===== src/rtl/core/ffha_pkg.sv =====
// shared types, constants and codes of the first-fit heap allocator
package ffha_pkg;

    localparam int MAX_BLOCKS_DEF = 32;
    localparam int ADDR_BITS_DEF  = 20;

    localparam int          HDR_W     = 8;
    localparam logic [7:0]  HDR_RESET = 8'd40;

    localparam int STATUS_W = 3;
    localparam int CFG_IDX_W = 1;

    // register indexes of the configuration port
    localparam logic [CFG_IDX_W-1:0] CFG_HEADER = 1'd0;
    localparam logic [CFG_IDX_W-1:0] CFG_LIMIT  = 1'd1;

    // request kinds
    localparam logic OP_ALLOC = 1'b0;
    localparam logic OP_FREE  = 1'b1;

    typedef enum logic [STATUS_W-1:0] {
        ST_OK      = 3'd0,
        ST_ZERO    = 3'd1,
        ST_OOM     = 3'd2,
        ST_NULL    = 3'd3,
        ST_IGNORED = 3'd4,
        ST_FULL    = 3'd5
    } status_e;

    // per-cycle command to the cell chain
    typedef struct packed {
        logic pop;
        logic push;
    } chain_ctl_t;

endpackage


===== src/rtl/core/ffha_cell.sv =====
// one table entry: holds, takes its upper neighbor, or loads a pushed entry
module ffha_cell
    import ffha_pkg::*;
#(
    parameter int AW = ADDR_BITS_DEF
)
(
    input  logic          clk,
    input  logic          shift,
    input  logic          load,
    input  logic [AW-1:0] ld_start,
    input  logic [AW-1:0] ld_bytes,
    input  logic          ld_free,
    input  logic [AW-1:0] nx_start,
    input  logic [AW-1:0] nx_bytes,
    input  logic          nx_free,
    output logic [AW-1:0] start,
    output logic [AW-1:0] bytes,
    output logic          is_free
);

    logic [AW-1:0] start_reg;
    logic [AW-1:0] bytes_reg;
    logic          free_reg;

    always_ff @(posedge clk)
    begin
        if (load)
        begin
            start_reg <= ld_start;
            bytes_reg <= ld_bytes;
            free_reg  <= ld_free;
        end
        else if (shift)
        begin
            start_reg <= nx_start;
            bytes_reg <= nx_bytes;
            free_reg  <= nx_free;
        end
    end

    assign start   = start_reg;
    assign bytes   = bytes_reg;
    assign is_free = free_reg;

endmodule


===== src/rtl/core/ffha_chain.sv =====
// row of entry cells forming a shift queue: pop at cell 0, push at the fill level
module ffha_chain
    import ffha_pkg::*;
#(
    parameter int MAX_BLOCKS = MAX_BLOCKS_DEF,
    parameter int AW         = ADDR_BITS_DEF,
    parameter int CW         = $clog2(MAX_BLOCKS + 1)
)
(
    input  logic          clk,
    input  logic          rst_n,
    input  chain_ctl_t    ctl,
    input  logic [AW-1:0] push_start,
    input  logic [AW-1:0] push_bytes,
    input  logic          push_free,
    output logic [AW-1:0] head_start,
    output logic [AW-1:0] head_bytes,
    output logic          head_free,
    output logic [CW-1:0] count
);

    logic [CW-1:0] occ_reg;
    logic [CW-1:0] occ_next;
    logic [CW-1:0] pos;

    logic [AW-1:0] c_start [MAX_BLOCKS];
    logic [AW-1:0] c_bytes [MAX_BLOCKS];
    logic          c_free  [MAX_BLOCKS];
    logic [AW-1:0] n_start [MAX_BLOCKS];
    logic [AW-1:0] n_bytes [MAX_BLOCKS];
    logic          n_free  [MAX_BLOCKS];

    // a push lands just above what remains after this cycle's pop
    assign pos      = occ_reg - CW'(ctl.pop);
    assign occ_next = pos + CW'(ctl.push);

    always_ff @(posedge clk or negedge rst_n)
    begin
        if (!rst_n)
            occ_reg <= '0;
        else
            occ_reg <= occ_next;
    end

    for (genvar k = 0; k < MAX_BLOCKS; k++)
    begin : g_cell
        if (k < MAX_BLOCKS - 1)
        begin : g_mid
            assign n_start[k] = c_start[k+1];
            assign n_bytes[k] = c_bytes[k+1];
            assign n_free[k]  = c_free[k+1];
        end
        else
        begin : g_top
            assign n_start[k] = c_start[k];
            assign n_bytes[k] = c_bytes[k];
            assign n_free[k]  = c_free[k];
        end

        ffha_cell #(.AW(AW)) u_cell (
            .clk      (clk),
            .shift    (ctl.pop),
            .load     (ctl.push && (pos == CW'(k))),
            .ld_start (push_start),
            .ld_bytes (push_bytes),
            .ld_free  (push_free),
            .nx_start (n_start[k]),
            .nx_bytes (n_bytes[k]),
            .nx_free  (n_free[k]),
            .start    (c_start[k]),
            .bytes    (c_bytes[k]),
            .is_free  (c_free[k])
        );
    end

    assign head_start = c_start[0];
    assign head_bytes = c_bytes[0];
    assign head_free  = c_free[0];
    assign count      = occ_reg;

endmodule


===== src/rtl/core/ffha_ctrl.sv =====
// request sequencer: search pass, rewrite pass with split/merge, trim and result
module ffha_ctrl
    import ffha_pkg::*;
#(
    parameter int MAX_BLOCKS = MAX_BLOCKS_DEF,
    parameter int AW         = ADDR_BITS_DEF,
    parameter int CW         = $clog2(MAX_BLOCKS + 1)
)
(
    input  logic             clk,
    input  logic             rst_n,
    input  logic             start,
    input  logic             op,
    input  logic [AW-1:0]    req_size,
    input  logic [AW-1:0]    ptr_in,
    input  logic [HDR_W-1:0] hdr,
    input  logic [AW-1:0]    limit,
    input  logic             out_ready,
    input  logic [AW-1:0]    head_start,
    input  logic [AW-1:0]    head_bytes,
    input  logic             head_free,
    input  logic [CW-1:0]    count,
    output chain_ctl_t       ctl,
    output logic [AW-1:0]    w_start,
    output logic [AW-1:0]    w_bytes,
    output logic             w_free,
    output logic             idle,
    output logic             done,
    output logic [AW-1:0]    res_ptr,
    output status_e          res_status
);

    typedef enum logic [2:0] {
        S_IDLE,
        S_SCAN,
        S_EDIT,
        S_FLUSH,
        S_DONE
    } state_t;

    state_t        state_reg,    state_next;
    logic [CW-1:0] t_reg,        t_next;
    logic [CW-1:0] cnt_reg,      cnt_next;
    logic [CW-1:0] hit_reg,      hit_next;
    logic          found_reg,    found_next;
    logic          hit_free_reg, hit_free_next;
    logic          op_reg,       op_next;
    logic [AW:0]   size_reg,     size_next;
    logic [AW-1:0] ptr_reg,      ptr_next;
    logic [AW-1:0] p_start_reg,  p_start_next;
    logic [AW-1:0] p_bytes_reg,  p_bytes_next;
    logic          p_free_reg,   p_free_next;
    logic          p_valid_reg,  p_valid_next;
    logic [AW-1:0] res_ptr_reg,  res_ptr_next;
    status_e       res_st_reg,   res_st_next;
    logic [AW:0]   brk_reg,      brk_next;

    logic [AW:0]   req_rnd;
    logic          fit;
    logic          match;
    logic          split;
    logic [AW+2:0] grow_end;
    logic          e_free;

    // request rounded up to a multiple of four, one bit wider for the carry
    assign req_rnd = {1'b0, req_size} + (AW+1)'(3);

    assign fit   = head_free && ({1'b0, head_bytes} >= size_reg);
    assign match = (op_reg == OP_ALLOC) ? fit
                 : (({1'b0, head_start} + (AW+1)'(hdr)) == {1'b0, ptr_reg});
    assign split = ({2'b00, head_bytes} > ({1'b0, size_reg} + (AW+2)'(hdr)))
                && (cnt_reg < CW'(MAX_BLOCKS));
    assign grow_end = (AW+3)'(brk_reg) + (AW+3)'(hdr) + (AW+3)'(size_reg);
    assign e_free   = head_free || (t_reg == hit_reg);

    always_comb
    begin
        state_next    = state_reg;
        t_next        = t_reg;
        cnt_next      = cnt_reg;
        hit_next      = hit_reg;
        found_next    = found_reg;
        hit_free_next = hit_free_reg;
        op_next       = op_reg;
        size_next     = size_reg;
        ptr_next      = ptr_reg;
        p_start_next  = p_start_reg;
        p_bytes_next  = p_bytes_reg;
        p_free_next   = p_free_reg;
        p_valid_next  = p_valid_reg;
        res_ptr_next  = res_ptr_reg;
        res_st_next   = res_st_reg;
        brk_next      = brk_reg;
        ctl.pop       = 1'b0;
        ctl.push      = 1'b0;
        w_start       = head_start;
        w_bytes       = head_bytes;
        w_free        = head_free;

        case (state_reg)
            S_IDLE:
            begin
                if (start)
                begin
                    op_next      = op;
                    size_next    = {req_rnd[AW:2], 2'b00};
                    ptr_next     = ptr_in;
                    cnt_next     = count;
                    t_next       = '0;
                    found_next   = 1'b0;
                    p_valid_next = 1'b0;
                    res_ptr_next = '0;
                    if (op == OP_ALLOC && req_size == '0)
                    begin
                        res_st_next = ST_ZERO;
                        state_next  = S_DONE;
                    end
                    else if (op == OP_FREE && ptr_in == '0)
                    begin
                        res_st_next = ST_NULL;
                        state_next  = S_DONE;
                    end
                    else
                        state_next = S_SCAN;
                end
            end

            S_SCAN:
            begin
                if (t_reg != cnt_reg)
                begin
                    // rotate every entry once, noting the first hit
                    ctl.pop  = 1'b1;
                    ctl.push = 1'b1;
                    if (!found_reg && match)
                    begin
                        found_next    = 1'b1;
                        hit_next      = t_reg;
                        hit_free_next = head_free;
                    end
                    t_next = t_reg + CW'(1);
                end
                else
                begin
                    t_next = '0;
                    if (op_reg == OP_ALLOC)
                    begin
                        if (found_reg)
                            state_next = S_EDIT;
                        else if (cnt_reg >= CW'(MAX_BLOCKS))
                        begin
                            res_st_next = ST_FULL;
                            state_next  = S_DONE;
                        end
                        else if (grow_end > (AW+3)'(limit))
                        begin
                            res_st_next = ST_OOM;
                            state_next  = S_DONE;
                        end
                        else
                        begin
                            // grow at the break
                            ctl.push     = 1'b1;
                            w_start      = brk_reg[AW-1:0];
                            w_bytes      = size_reg[AW-1:0];
                            w_free       = 1'b0;
                            res_ptr_next = brk_reg[AW-1:0] + AW'(hdr);
                            brk_next     = grow_end[AW:0];
                            res_st_next  = ST_OK;
                            state_next   = S_DONE;
                        end
                    end
                    else if (!found_reg || hit_free_reg)
                    begin
                        res_st_next = ST_IGNORED;
                        state_next  = S_DONE;
                    end
                    else
                        state_next = S_EDIT;
                end
            end

            S_EDIT:
            begin
                if (t_reg != cnt_reg)
                begin
                    ctl.pop = 1'b1;
                    t_next  = t_reg + CW'(1);
                    if (op_reg == OP_ALLOC)
                    begin
                        if (p_valid_reg)
                        begin
                            // one-entry delay after a split
                            ctl.push     = 1'b1;
                            w_start      = p_start_reg;
                            w_bytes      = p_bytes_reg;
                            w_free       = p_free_reg;
                            p_start_next = head_start;
                            p_bytes_next = head_bytes;
                            p_free_next  = head_free;
                        end
                        else if (t_reg == hit_reg)
                        begin
                            ctl.push     = 1'b1;
                            w_free       = 1'b0;
                            res_ptr_next = head_start + AW'(hdr);
                            res_st_next  = ST_OK;
                            if (split)
                            begin
                                w_bytes      = size_reg[AW-1:0];
                                p_start_next = head_start + AW'(hdr) + size_reg[AW-1:0];
                                p_bytes_next = head_bytes - size_reg[AW-1:0] - AW'(hdr);
                                p_free_next  = 1'b1;
                                p_valid_next = 1'b1;
                            end
                        end
                        else
                            ctl.push = 1'b1;
                    end
                    else
                    begin
                        if (p_valid_reg && p_free_reg && e_free)
                            // coalesce into the running free block
                            p_bytes_next = p_bytes_reg + head_bytes + AW'(hdr);
                        else
                        begin
                            ctl.push     = p_valid_reg;
                            w_start      = p_start_reg;
                            w_bytes      = p_bytes_reg;
                            w_free       = p_free_reg;
                            p_start_next = head_start;
                            p_bytes_next = head_bytes;
                            p_free_next  = e_free;
                            p_valid_next = 1'b1;
                        end
                    end
                end
                else
                    state_next = S_FLUSH;
            end

            S_FLUSH:
            begin
                p_valid_next = 1'b0;
                res_st_next  = ST_OK;
                state_next   = S_DONE;
                w_start      = p_start_reg;
                w_bytes      = p_bytes_reg;
                w_free       = p_free_reg;
                if (p_valid_reg)
                begin
                    // a free tail goes back to the break
                    if (op_reg == OP_FREE && p_free_reg)
                        brk_next = {1'b0, p_start_reg};
                    else
                        ctl.push = 1'b1;
                end
            end

            S_DONE:
            begin
                if (out_ready)
                    state_next = S_IDLE;
            end

            default:
                state_next = S_IDLE;
        endcase
    end

    always_ff @(posedge clk or negedge rst_n)
    begin
        if (!rst_n)
        begin
            state_reg   <= S_IDLE;
            t_reg       <= '0;
            cnt_reg     <= '0;
            found_reg   <= 1'b0;
            p_valid_reg <= 1'b0;
            brk_reg     <= '0;
            res_ptr_reg <= '0;
            res_st_reg  <= ST_OK;
        end
        else
        begin
            state_reg   <= state_next;
            t_reg       <= t_next;
            cnt_reg     <= cnt_next;
            found_reg   <= found_next;
            p_valid_reg <= p_valid_next;
            brk_reg     <= brk_next;
            res_ptr_reg <= res_ptr_next;
            res_st_reg  <= res_st_next;
        end
    end

    always_ff @(posedge clk)
    begin
        hit_reg      <= hit_next;
        hit_free_reg <= hit_free_next;
        op_reg       <= op_next;
        size_reg     <= size_next;
        ptr_reg      <= ptr_next;
        p_start_reg  <= p_start_next;
        p_bytes_reg  <= p_bytes_next;
        p_free_reg   <= p_free_next;
    end

    assign idle       = (state_reg == S_IDLE);
    assign done       = (state_reg == S_DONE);
    assign res_ptr    = res_ptr_reg;
    assign res_status = res_st_reg;

endmodule


===== src/rtl/core/first_fit_heap_allocator.sv =====
// top level of the first-fit heap allocator with coalescing
//
// The allocator keeps an address-ordered table of up to MAX_BLOCKS heap
// blocks (start, size, free flag) in a row of cells that work as a shift
// queue, plus the heap break. Each beat on the slave side is one request:
// allocate (rounded to 4 bytes, first fit, split when large enough, else
// grow at the break) or free (mark free, coalesce neighbors, give a free tail
// back to the break). Each request yields exactly one result beat. A request
// that edits a block in place makes one full rotation of the cell queue to
// search and one more to rewrite it, besides setup, tail handling and
// hand-off. Requests that end after the search (growth at the break, out of
// memory, table full, ignored free) skip the rewrite; zero-size and null
// requests finish without a search. Requests are handled one at a time, but
// the result sits in an output register so the next request is taken while
// it waits.
// The user writes header_bytes and heap_limit on the cfg port only while idle; the block does not enforce it.
module first_fit_heap_allocator
    import ffha_pkg::*;
#(
    parameter int MAX_BLOCKS = MAX_BLOCKS_DEF,
    parameter int ADDR_BITS  = ADDR_BITS_DEF
)
(
    input  logic                                  clk,
    input  logic                                  rst_n,
    // request stream
    input  logic                                  s_tvalid,
    output logic                                  s_tready,
    input  logic [((2*ADDR_BITS+7)/8)*8-1:0]      s_tdata,  // req_size, ptr_in
    input  logic                                  s_tuser,  // op
    // result stream
    output logic                                  m_tvalid,
    input  logic                                  m_tready,
    output logic [((ADDR_BITS+STATUS_W+7)/8)*8-1:0] m_tdata, // ptr_out, status
    // configuration writes
    input  logic                                  cfg_valid,
    output logic                                  cfg_ready,
    input  logic [CFG_IDX_W-1:0]                  cfg_index,
    input  logic [ADDR_BITS-1:0]                  cfg_data
);

    localparam int AW    = ADDR_BITS;
    localparam int CW    = $clog2(MAX_BLOCKS + 1);
    localparam int OUT_W = ((ADDR_BITS + STATUS_W + 7) / 8) * 8;

    // configuration registers
    logic [HDR_W-1:0] hdr_reg;
    logic [AW-1:0]    limit_reg;

    // result register
    logic             m_valid_reg;
    logic [AW-1:0]    out_ptr_reg;
    status_e          out_st_reg;

    chain_ctl_t       ctl;
    logic [AW-1:0]    w_start, w_bytes;
    logic             w_free;
    logic [AW-1:0]    head_start, head_bytes;
    logic             head_free;
    logic [CW-1:0]    count;
    logic             idle, done;
    logic [AW-1:0]    res_ptr;
    status_e          res_status;
    logic             s_accept;
    logic             out_load;

    assign cfg_ready = 1'b1;

    always_ff @(posedge clk or negedge rst_n)
    begin
        if (!rst_n)
        begin
            hdr_reg   <= HDR_RESET;
            limit_reg <= '1;
        end
        else if (cfg_valid && cfg_ready)
        begin
            case (cfg_index)
                CFG_HEADER: hdr_reg   <= cfg_data[HDR_W-1:0];
                CFG_LIMIT:  limit_reg <= cfg_data;
                default:    ;
            endcase
        end
    end

    // a new request is taken whenever the sequencer is free
    assign s_tready = idle;
    assign s_accept = s_tvalid && s_tready;

    // a finished result moves into the output register once it is empty or draining
    assign out_load = done && (!m_valid_reg || m_tready);

    always_ff @(posedge clk or negedge rst_n)
    begin
        if (!rst_n)
            m_valid_reg <= 1'b0;
        else if (out_load)
            m_valid_reg <= 1'b1;
        else if (m_tready)
            m_valid_reg <= 1'b0;
    end

    always_ff @(posedge clk)
    begin
        if (out_load)
        begin
            out_ptr_reg <= res_ptr;
            out_st_reg  <= res_status;
        end
    end

    assign m_tvalid = m_valid_reg;
    assign m_tdata  = OUT_W'({out_st_reg, out_ptr_reg});

    // block table held in the cell row
    ffha_chain #(
        .MAX_BLOCKS (MAX_BLOCKS),
        .AW         (AW),
        .CW         (CW)
    ) u_chain (
        .clk        (clk),
        .rst_n      (rst_n),
        .ctl        (ctl),
        .push_start (w_start),
        .push_bytes (w_bytes),
        .push_free  (w_free),
        .head_start (head_start),
        .head_bytes (head_bytes),
        .head_free  (head_free),
        .count      (count)
    );

    // search / rewrite sequencer
    ffha_ctrl #(
        .MAX_BLOCKS (MAX_BLOCKS),
        .AW         (AW),
        .CW         (CW)
    ) u_ctrl (
        .clk        (clk),
        .rst_n      (rst_n),
        .start      (s_accept),
        .op         (s_tuser),
        .req_size   (s_tdata[AW-1:0]),
        .ptr_in     (s_tdata[2*AW-1:AW]),
        .hdr        (hdr_reg),
        .limit      (limit_reg),
        .out_ready  (!m_valid_reg || m_tready),
        .head_start (head_start),
        .head_bytes (head_bytes),
        .head_free  (head_free),
        .count      (count),
        .ctl        (ctl),
        .w_start    (w_start),
        .w_bytes    (w_bytes),
        .w_free     (w_free),
        .idle       (idle),
        .done       (done),
        .res_ptr    (res_ptr),
        .res_status (res_status)
    );

    // table never holds more entries than cells
    a_count_bound: assert property (@(posedge clk) disable iff (!rst_n)
        count <= CW'(MAX_BLOCKS))
        else $error("block count above table size");

    // the sequencer never offers a result while taking a request
    a_idle_done: assert property (@(posedge clk) disable iff (!rst_n)
        !(idle && done))
        else $error("sequencer idle and done at once");

    // without a request the table's entry count stays unchanged
    a_idle_quiet: assert property (@(posedge clk) disable iff (!rst_n)
        (idle && !s_tvalid) |=> $stable(count))
        else $error("table changed while idle");

endmodule

===== config.mk =====
export PLATFORM = sky130hd
export DESIGN_NAME = first_fit_heap_allocator
export DESIGN_NICKNAME = d
export VERILOG_FILES = /design/src/rtl/core/ffha_pkg.sv /design/src/rtl/core/ffha_cell.sv /design/src/rtl/core/ffha_chain.sv /design/src/rtl/core/ffha_ctrl.sv /design/src/rtl/core/first_fit_heap_allocator.sv
export SDC_FILE = /design/constraint.sdc
export NUM_CORES = 2
export LEC_CHECK = 0
export BUFFER_PORTS_ARGS = -buffer_cell sky130_fd_sc_hd__clkbuf_2
export CORE_ASPECT_RATIO = 0.6
export CORE_MARGIN = 10
export CORE_UTILIZATION = 45
export CTS_BUF_LIST = sky130_fd_sc_hd__clkbuf_16
export CTS_CLUSTER_DIAMETER = 120
export CTS_CLUSTER_SIZE = 16
export DETAILED_ROUTE_END_ITERATION = 8
export PLACE_DENSITY_LB_ADDON = 0.3
export SETUP_SLACK_MARGIN = 0.2
export SYNTH_ARGS = -nofsm -noshare
export SYNTH_HDL_FRONTEND = slang
export SYNTH_HIERARCHICAL = 1
export SYNTH_SLANG_ARGS = --single-unit

===== constraint.sdc =====
create_clock -name clk -period 6.7 [get_ports clk]
set_input_delay 1.675 -clock clk [delete_from_list [all_inputs] [get_ports clk]]
set_output_delay 1.675 -clock clk [all_outputs]
set_load 0.1 [all_outputs]

After elaboration in Yosys (flattened, before gate mapping)
Cells that the tools add are included.
{ "op_classes": {"n_addsub": 15, "n_lt_le_gt_ge": 5, "eq_ne": 59, "n_mux": 308, "bitwise_logic": 2, "reduce_logical": 103} }
{ "op_table": {"columns": ["operator", "n"], "rows": [
  ["two-way mux 20 bit", 164],
  ["one-hot mux 20 bit (3 select lines)", 3],
  ["two-way mux 21 bit", 7],
  ["two-way mux 1 bit", 99],
  ["equality test 6 x 5 -> 1 bit, second input constant", 16],
  ["nonzero test 2 bit", 34],
  ["two-way mux 3 bit", 21],
  ["adder 20 x 8 -> 20 bit", 3],
  ["equality test 6 x 4 -> 1 bit, second input constant", 8],
  ["adder 21 x 8 -> 22 bit", 2],
  ["logical AND 1 bit", 42],
  ["one-hot mux 21 bit (2 select lines)", 1],
  ["adder 20 bit", 2],
  ["logical NOT 20 bit", 2],
  ["equality test 6 x 3 -> 1 bit, second input constant", 4],
  ["adder 23 x 21 -> 23 bit", 1],
  ["greater-than comparator 23 x 20 -> 1 bit", 1],
  ["greater-than comparator 20 x 22 -> 1 bit", 1],
  ["adder 20 x 2 -> 21 bit, second input constant", 1],
  ["adder 20 x 8 -> 21 bit", 1],
  ["equality test 21 x 20 -> 1 bit", 1],
  [">= comparator 20 x 21 -> 1 bit", 1],
  ["subtractor 20 bit", 1],
  ["subtractor 20 x 8 -> 20 bit", 1],
  ["other kinds (37)", 75]
]} }
{ "word_totals": {"reg_bits": 1519, "out_inout_bits": 27} }

Longest topological paths before layout
{ "logic_depth": {"word_depth": 11, "mapped_depth": 25} }

Hierarchy
The synthesis kept the hierarchy.
{ "modules_own_cells": {"columns": ["module", "instances", "cells_per_inst", "area_each_um2", "seq_area_each_um2"], "rows": [
  ["ffha_cell", 32, 88, 1936.9, 1231.2],
  ["ffha_ctrl", 1, 2036, 17100.2, 4169.0],
  ["first_fit_heap_allocator", 1, 93, 1831.8, 1443.9],
  ["ffha_chain", 1, 94, 743.2, 150.1]
]} }

Worst setup path after synthesis
OpenSTA, ideal clock, no wires.
{ "synth_timing": {"kind": "register to register", "from": "register hdr_reg[2]", "to": "register u_chain.g_cell[0].u_cell.start_reg[12] (data pin)", "arrival_time_ns": 6.551, "required_ns": 6.556, "setup_slack_ns": 0.005, "stages_incl_launch_ff": 21, "n_path_buf": 2, "synth_period_minus_slack_ns": 6.695, "cell_sequence": "dfrtp_1 -> fa_1 -> ha_1 -> a211o_1 -> a211o_1 -> nand3b_2 -> nand2_1 -> a311o_1 -> a21oi_1 -> xnor2_1 -> ha_1 -> nand4_1 -> nor4_1 -> a21oi_1 -> a2111o_1 -> nor3_2 -> buf_6 -> buf_6 -> nor3_1 -> a211oi_1 -> mux2_4"} }
{ "synth_via": {"elab_cells_between_ends": 17, "cone_classes": "2 x add/sub; 1 x order compare; 13 x mux; 1 x reduce/logical"} }
{ "synth_rtl": {"columns": ["element", "line", "source"], "rows": [
  ["start: declaration", "first_fit_heap_allocator.sv:47", "logic [HDR_W-1:0] hdr_reg;"],
  ["start signal: assignment", "first_fit_heap_allocator.sv:79", "CFG_HEADER: hdr_reg <= cfg_data[HDR_W-1:0];"],
  ["adder 21 x 8 -> 22 bit", "ffha_ctrl.sv:73", "assign grow_end = (AW+3)'(brk_reg) + (AW+3)'(hdr) + (AW+3)'(size_reg);"],
  ["adder 23 x 21 -> 23 bit", "ffha_ctrl.sv:73", null],
  ["greater-than comparator 23 x 20 -> 1 bit", "ffha_ctrl.sv:155", "else if (grow_end > (AW+3)'(limit))"],
  ["two-way mux 20 bit", "ffha_ctrl.sv:155", null],
  ["two-way mux 20 bit", "ffha_ctrl.sv:150", "else if (cnt_reg >= CW'(MAX_BLOCKS))"],
  ["two-way mux 20 bit", "ffha_ctrl.sv:148", "if (found_reg)"],
  ["two-way mux 20 bit", "ffha_ctrl.sv:146", "if (op_reg == OP_ALLOC)"],
  ["two-way mux 20 bit", "ffha_ctrl.sv:130", "if (t_reg != cnt_reg)"],
  ["one-hot mux 20 bit (3 select lines)", "ffha_ctrl.sv:100", "case (state_reg)"],
  ["via w_start[12]", "first_fit_heap_allocator.sv:56", "logic [AW-1:0] w_start, w_bytes;"],
  ["two-way mux 20 bit", "ffha_cell.sv:28", "if (load)"],
  ["end signal: assignment", "ffha_cell.sv:30", "start_reg <= ld_start;"],
  ["end signal: assignment", "ffha_cell.sv:36", "start_reg <= nx_start;"],
  ["end: declaration", "ffha_cell.sv:22", "logic [AW-1:0] start_reg;"]
]} }
The timed path passes the listed nets, and every way through them passes these cells.
A chain may end at the register's enable or synchronous reset.

Worst setup path in the final report
{ "layout_timing": {"from": "register u_ctrl.size_reg[2]", "to": "register u_chain.g_cell[21].u_cell.bytes_reg[7] (data pin)"} }
{ "layout_via": {"elab_chain_len": 10, "elab_cells_between_ends": 24, "cone_classes": "2 x add/sub; 2 x order compare; 18 x mux; 2 x reduce/logical"} }
{ "layout_rtl": {"columns": ["element", "line", "source"], "rows": [
  ["start: declaration", "ffha_ctrl.sv:48", "logic [AW:0] size_reg, size_next;"],
  ["start signal: assignment", "ffha_ctrl.sv:302", "size_reg <= size_next;"],
  ["adder 21 x 8 -> 22 bit", "ffha_ctrl.sv:71", "assign split = ({2'b00, head_bytes} > ({1'b0, size_reg} + (AW+2)'(hdr)))"],
  ["greater-than comparator 20 x 22 -> 1 bit", "ffha_ctrl.sv:71", null],
  ["logical AND 1 bit", "ffha_ctrl.sv:72", "&& (cnt_reg < CW'(MAX_BLOCKS));"],
  ["two-way mux 20 bit", "ffha_ctrl.sv:208", "if (split)"],
  ["two-way mux 20 bit", "ffha_ctrl.sv:202", "else if (t_reg == hit_reg)"],
  ["two-way mux 20 bit", "ffha_ctrl.sv:191", "if (p_valid_reg)"],
  ["two-way mux 20 bit", "ffha_ctrl.sv:189", "if (op_reg == OP_ALLOC)"],
  ["two-way mux 20 bit", "ffha_ctrl.sv:185", "if (t_reg != cnt_reg)"],
  ["one-hot mux 20 bit (3 select lines) *", "ffha_ctrl.sv:100", null],
  ["via w_bytes[7]", "first_fit_heap_allocator.sv:56", null],
  ["two-way mux 20 bit *", "ffha_cell.sv:28", null],
  ["end signal: assignment", "ffha_cell.sv:31", "bytes_reg <= ld_bytes;"],
  ["end signal: assignment", "ffha_cell.sv:37", "bytes_reg <= nx_bytes;"],
  ["end: declaration", "ffha_cell.sv:23", "logic [AW-1:0] bytes_reg;"]
]} }
The timed path passes the listed nets; every way through them passes the cells marked *.

==> impl_metrics.env <==
export IMPL_outcome="finished, final reports clean"
export IMPL_synthTopCellsByCount="edfxtp_1, mux2_4, nand2_1"
export IMPL_dieWidth_um=570
export IMPL_p_leak_nw=33.1
export IMPL_yosys_area_top_type="edfxtp_1"
export IMPL_routed_wl_um=199000
export IMPL_critical_path_class="reg -> reg"
export IMPL_grt_overflow=0
export IMPL_worstMarginPinSlew_ps=1350
export IMPL_drt_first_iter_violations=4802
export IMPL_clockPowerShare=0.340
export IMPL_grt_use_total=0.192
export IMPL_grt_pass1_vias=44200
export IMPL_fill_cells=14700
export IMPL_power_switching_mw=4.03
export IMPL_ys_ff_latch=1519
export IMPL_ys_flop_type="edfxtp_1"
export IMPL_path_delay_family="compound AO/OA/AOI/OAI gates"
export IMPL_synth_fp_nets=5335
export IMPL_swShare=0.229
export IMPL_area_delta_synth_final_pct=11.5
export IMPL_cts_path_max_buffers=3
export IMPL_finalCriticalPeriod_ps=6340
export IMPL_hold_violations=0
export IMPL_p_per_area_nw_per_um2=194
export IMPL_grt_pass1_wl_um=295000
export IMPL_cts_inserted_buffers=104
export IMPL_synth_most_common_cell="edfxtp_1"
export IMPL_syn_inst=5039
export IMPL_async_flop_share=0.0632
export IMPL_cp_max_fo=32
export IMPL_clock_sinks=1519
export IMPL_synth_area_leaders="edfxtp_1, mux2_4, buf_12"
export IMPL_tns_ps=0
export IMPL_instances_no_fill=7840
export IMPL_yosys_warnings=6
export IMPL_cts_tree="built"
export IMPL_place_congestion=0.952
export IMPL_finalMaxSlewViolations=0
export IMPL_htree_levels=3
export IMPL_critPathMaxStageDelay_ps=650
export IMPL_syn_avg_cell_area_um2=16.2
export IMPL_pwr_share_seq=0.586
export IMPL_cp_num_buf_inv=7
export IMPL_final_antenna_net_count=0
export IMPL_synth_edf_count=1423
export IMPL_crit_chain="fa_1 -> inv_1 -> fa_2 -> nor2b_2 -> o31a_1 -> o221ai_2 -> buf_4 -> o211ai_1 -> buf_4 -> buf_4 -> a31oi_1 -> xnor2_2 -> ha_1 -> nand2_1 -> nor3_2 -> a21oi_2 -> a2111o_1 -> buf_4 -> nor3_4 -> buf_12 -> o21ai_2 -> a221o_2 -> buf_12 -> mux2_4"
export IMPL_io_pins=94
export IMPL_setup_viol=0
export IMPL_synth_top_cell_area_share=0.523
export IMPL_maxSlewHeadroom=0.0940
export IMPL_grt_max_degree=66
export IMPL_rsz0062_at_grt="false"
export IMPL_cts_root_buf="clkbuf_16"
export IMPL_fmax_ghz=0.158
export IMPL_pwr_share_comb=0.074
export IMPL_drive_above_1_share=0.403
export IMPL_first_pass_iters=7
export IMPL_finalCritPeriodShare=0.946
export IMPL_use_met2=0.265
export IMPL_routed_via_count=44600
export IMPL_synth_cell_type_count=95
export IMPL_critPathSlowestCell="fa_1"
export IMPL_hold_ws_ps=449
export IMPL_drc=0
export IMPL_crit_required_ps=7180
export IMPL_wire_per_inst_um=25.4
export IMPL_port_buffers=91
export IMPL_coreArea_um2=179000
export IMPL_dp_hpwl_um=139000
export IMPL_crit_top_cell="buf_4"
export IMPL_syn_area_um2=81700
export IMPL_diodes=0
export IMPL_vias_per_cell=5.69
export IMPL_cp_arrival_ps=6820
export IMPL_fin_worst_skew_ps=36.4
export IMPL_dieArea_um2=199000
export IMPL_p_int_mw=13.6
export IMPL_path_clk_slew_ps=80
export IMPL_chipHeight_um=350
export IMPL_hp_class="reg -> reg"
export IMPL_critical_path_endpoint_type="flop"
export IMPL_rows=120
export IMPL_dp_cells=7664
export IMPL_ys_seq_area_frac=0.553
export IMPL_startpoint_type="flop"
export IMPL_antenna_found_initial=7
export IMPL_num_nets_final=5725
export IMPL_met3_usage=0.0377
export IMPL_max_vdd_ir_drop_mv=0.163
export IMPL_start_util=0.455
export IMPL_maxCapViolCount=0
export IMPL_grt_util_met1=0.311
export IMPL_insertion_delay_ps=750
export IMPL_gr_max_usage_layer="met1"
metrics by stage:
step	total power, mW	util	setup WS (ps)	area [um^2]
floorplan	11.4	-	217	81700
global placement	11.8	0.487	-232	87500
detailed placement	11.8	0.487	9.67	87500
CTS	17.8	0.504	232	90300
global route	18.3	0.507	194	91100
finish	17.6	0.507	365	91100
worst paths after layout:
path	endpoint	start	cells past startpoint	slack, ps
max in group asynchronous	u_ctrl/p_valid_reg$_DFFE_PN0P_	rst_n	2	4590
worst min register to register	out_ptr_reg[5]$_DFFE_PP_	u_ctrl/res_ptr[5]$_DFFE_PN0P_	0	450
worst max register to register	u_chain/g_cell[21].u_cell/bytes[7]$_DFFE_PP_	u_ctrl/size_reg[2]$_DFFE_PP_	24	360
min in group asynchronous	hdr_reg[2]$_DFFE_PN0P_	rst_n	1	1040
worst max-delay path	u_chain/g_cell[21].u_cell/bytes[7]$_DFFE_PP_	u_ctrl/size_reg[2]$_DFFE_PP_	24	360
worst min-delay path	out_ptr_reg[5]$_DFFE_PP_	u_ctrl/res_ptr[5]$_DFFE_PN0P_	0	450
timing repair:
action / in CTS / in global routing
endpoints found under the setup margin: 1476 / 2617
resized for setup: 6 / 42
hold buffers: 0 / 0
setup buffers: 1 / 27
gates cloned: 0 / 10
pin swaps: 1 / 18
endpoints found under the hold margin: 0 / 0
layout by cell type (no fill, tap or decap), drive strengths merged, types with 14 or more instances in the layout:
cell / netlist / routed
o21ai: 149 / 149
and3: 25 / 25
clkbuf: 66 / 204
nor2: 170 / 170
nand4: 29 / 29
nor4: 33 / 33
mux2: 1385 / 1385
a21o: 41 / 41
xnor2: 105 / 105
o21a: 22 / 22
a22o: 14 / 14
edfxtp: 1423 / 1423
mux2i: 48 / 48
nor3: 56 / 56
nand2: 209 / 209
a211oi: 39 / 39
nand2b: 23 / 23
nand3: 47 / 47
o22ai: 17 / 17
nor2b: 23 / 23
inv: 144 / 175
o21bai: 17 / 17
a21oi: 123 / 123
ha: 201 / 201
dfrtp: 74 / 74
buf: 189 / 440
or2: 61 / 61
o211ai: 16 / 16
xor2: 52 / 52
dfstp: 22 / 22
fa: 28 / 28
and2: 23 / 23
power by group through the flow:
stage | registers [mW] | logic, mW | clock network, mW
floorplan | 10.5 | 0.836 | 0
global route | 10.3 | 1.42 | 6.53
detailed placement | 10.5 | 1.26 | 0
CTS | 10.3 | 1.27 | 6.16
global placement | 10.5 | 1.24 | 0
finish | 10.3 | 1.31 | 6.00
per-layer routing:
metal,wire [um],share of wire,vias to the layer above
li1,-,-,19900
met1,101000,0.50,23000
met2,80200,0.40,1494
met3,15300,0.076,221
met4,3440,0.017,6
met5,40,0.00020,-
final cells by class:
class / count / area, um^2 / area share
Timing Repair Buffer: 539 / 6190 / 0.0680
Sequential cell: 1519 / 45200 / 0.496
Multi-Input combinational cell: 3120 / 33300 / 0.366
Tap cell: 2379 / 2980 / 0.0327
Clock inverter: 33 / 214 / 0.00235
Clock buffer: 105 / 2630 / 0.0289
Inverter: 145 / 544 / 0.00598
cells by family (layout without fill, tap and decap cells):
kind of cell	count (synthesis)	after routing	share of synthesized area
buf+inv	400	822	0.0477
flops	1519	1519	0.553
other cells	2	2	0.0000920
mux	1433	1433	0.254
fa+ha+maj	229	229	0.0377
xor+xnor	159	159	0.0176
simple gates	734	734	0.0440
compound gates	563	563	0.0457
No activity file was read; power rests on OpenSTA's default activity.
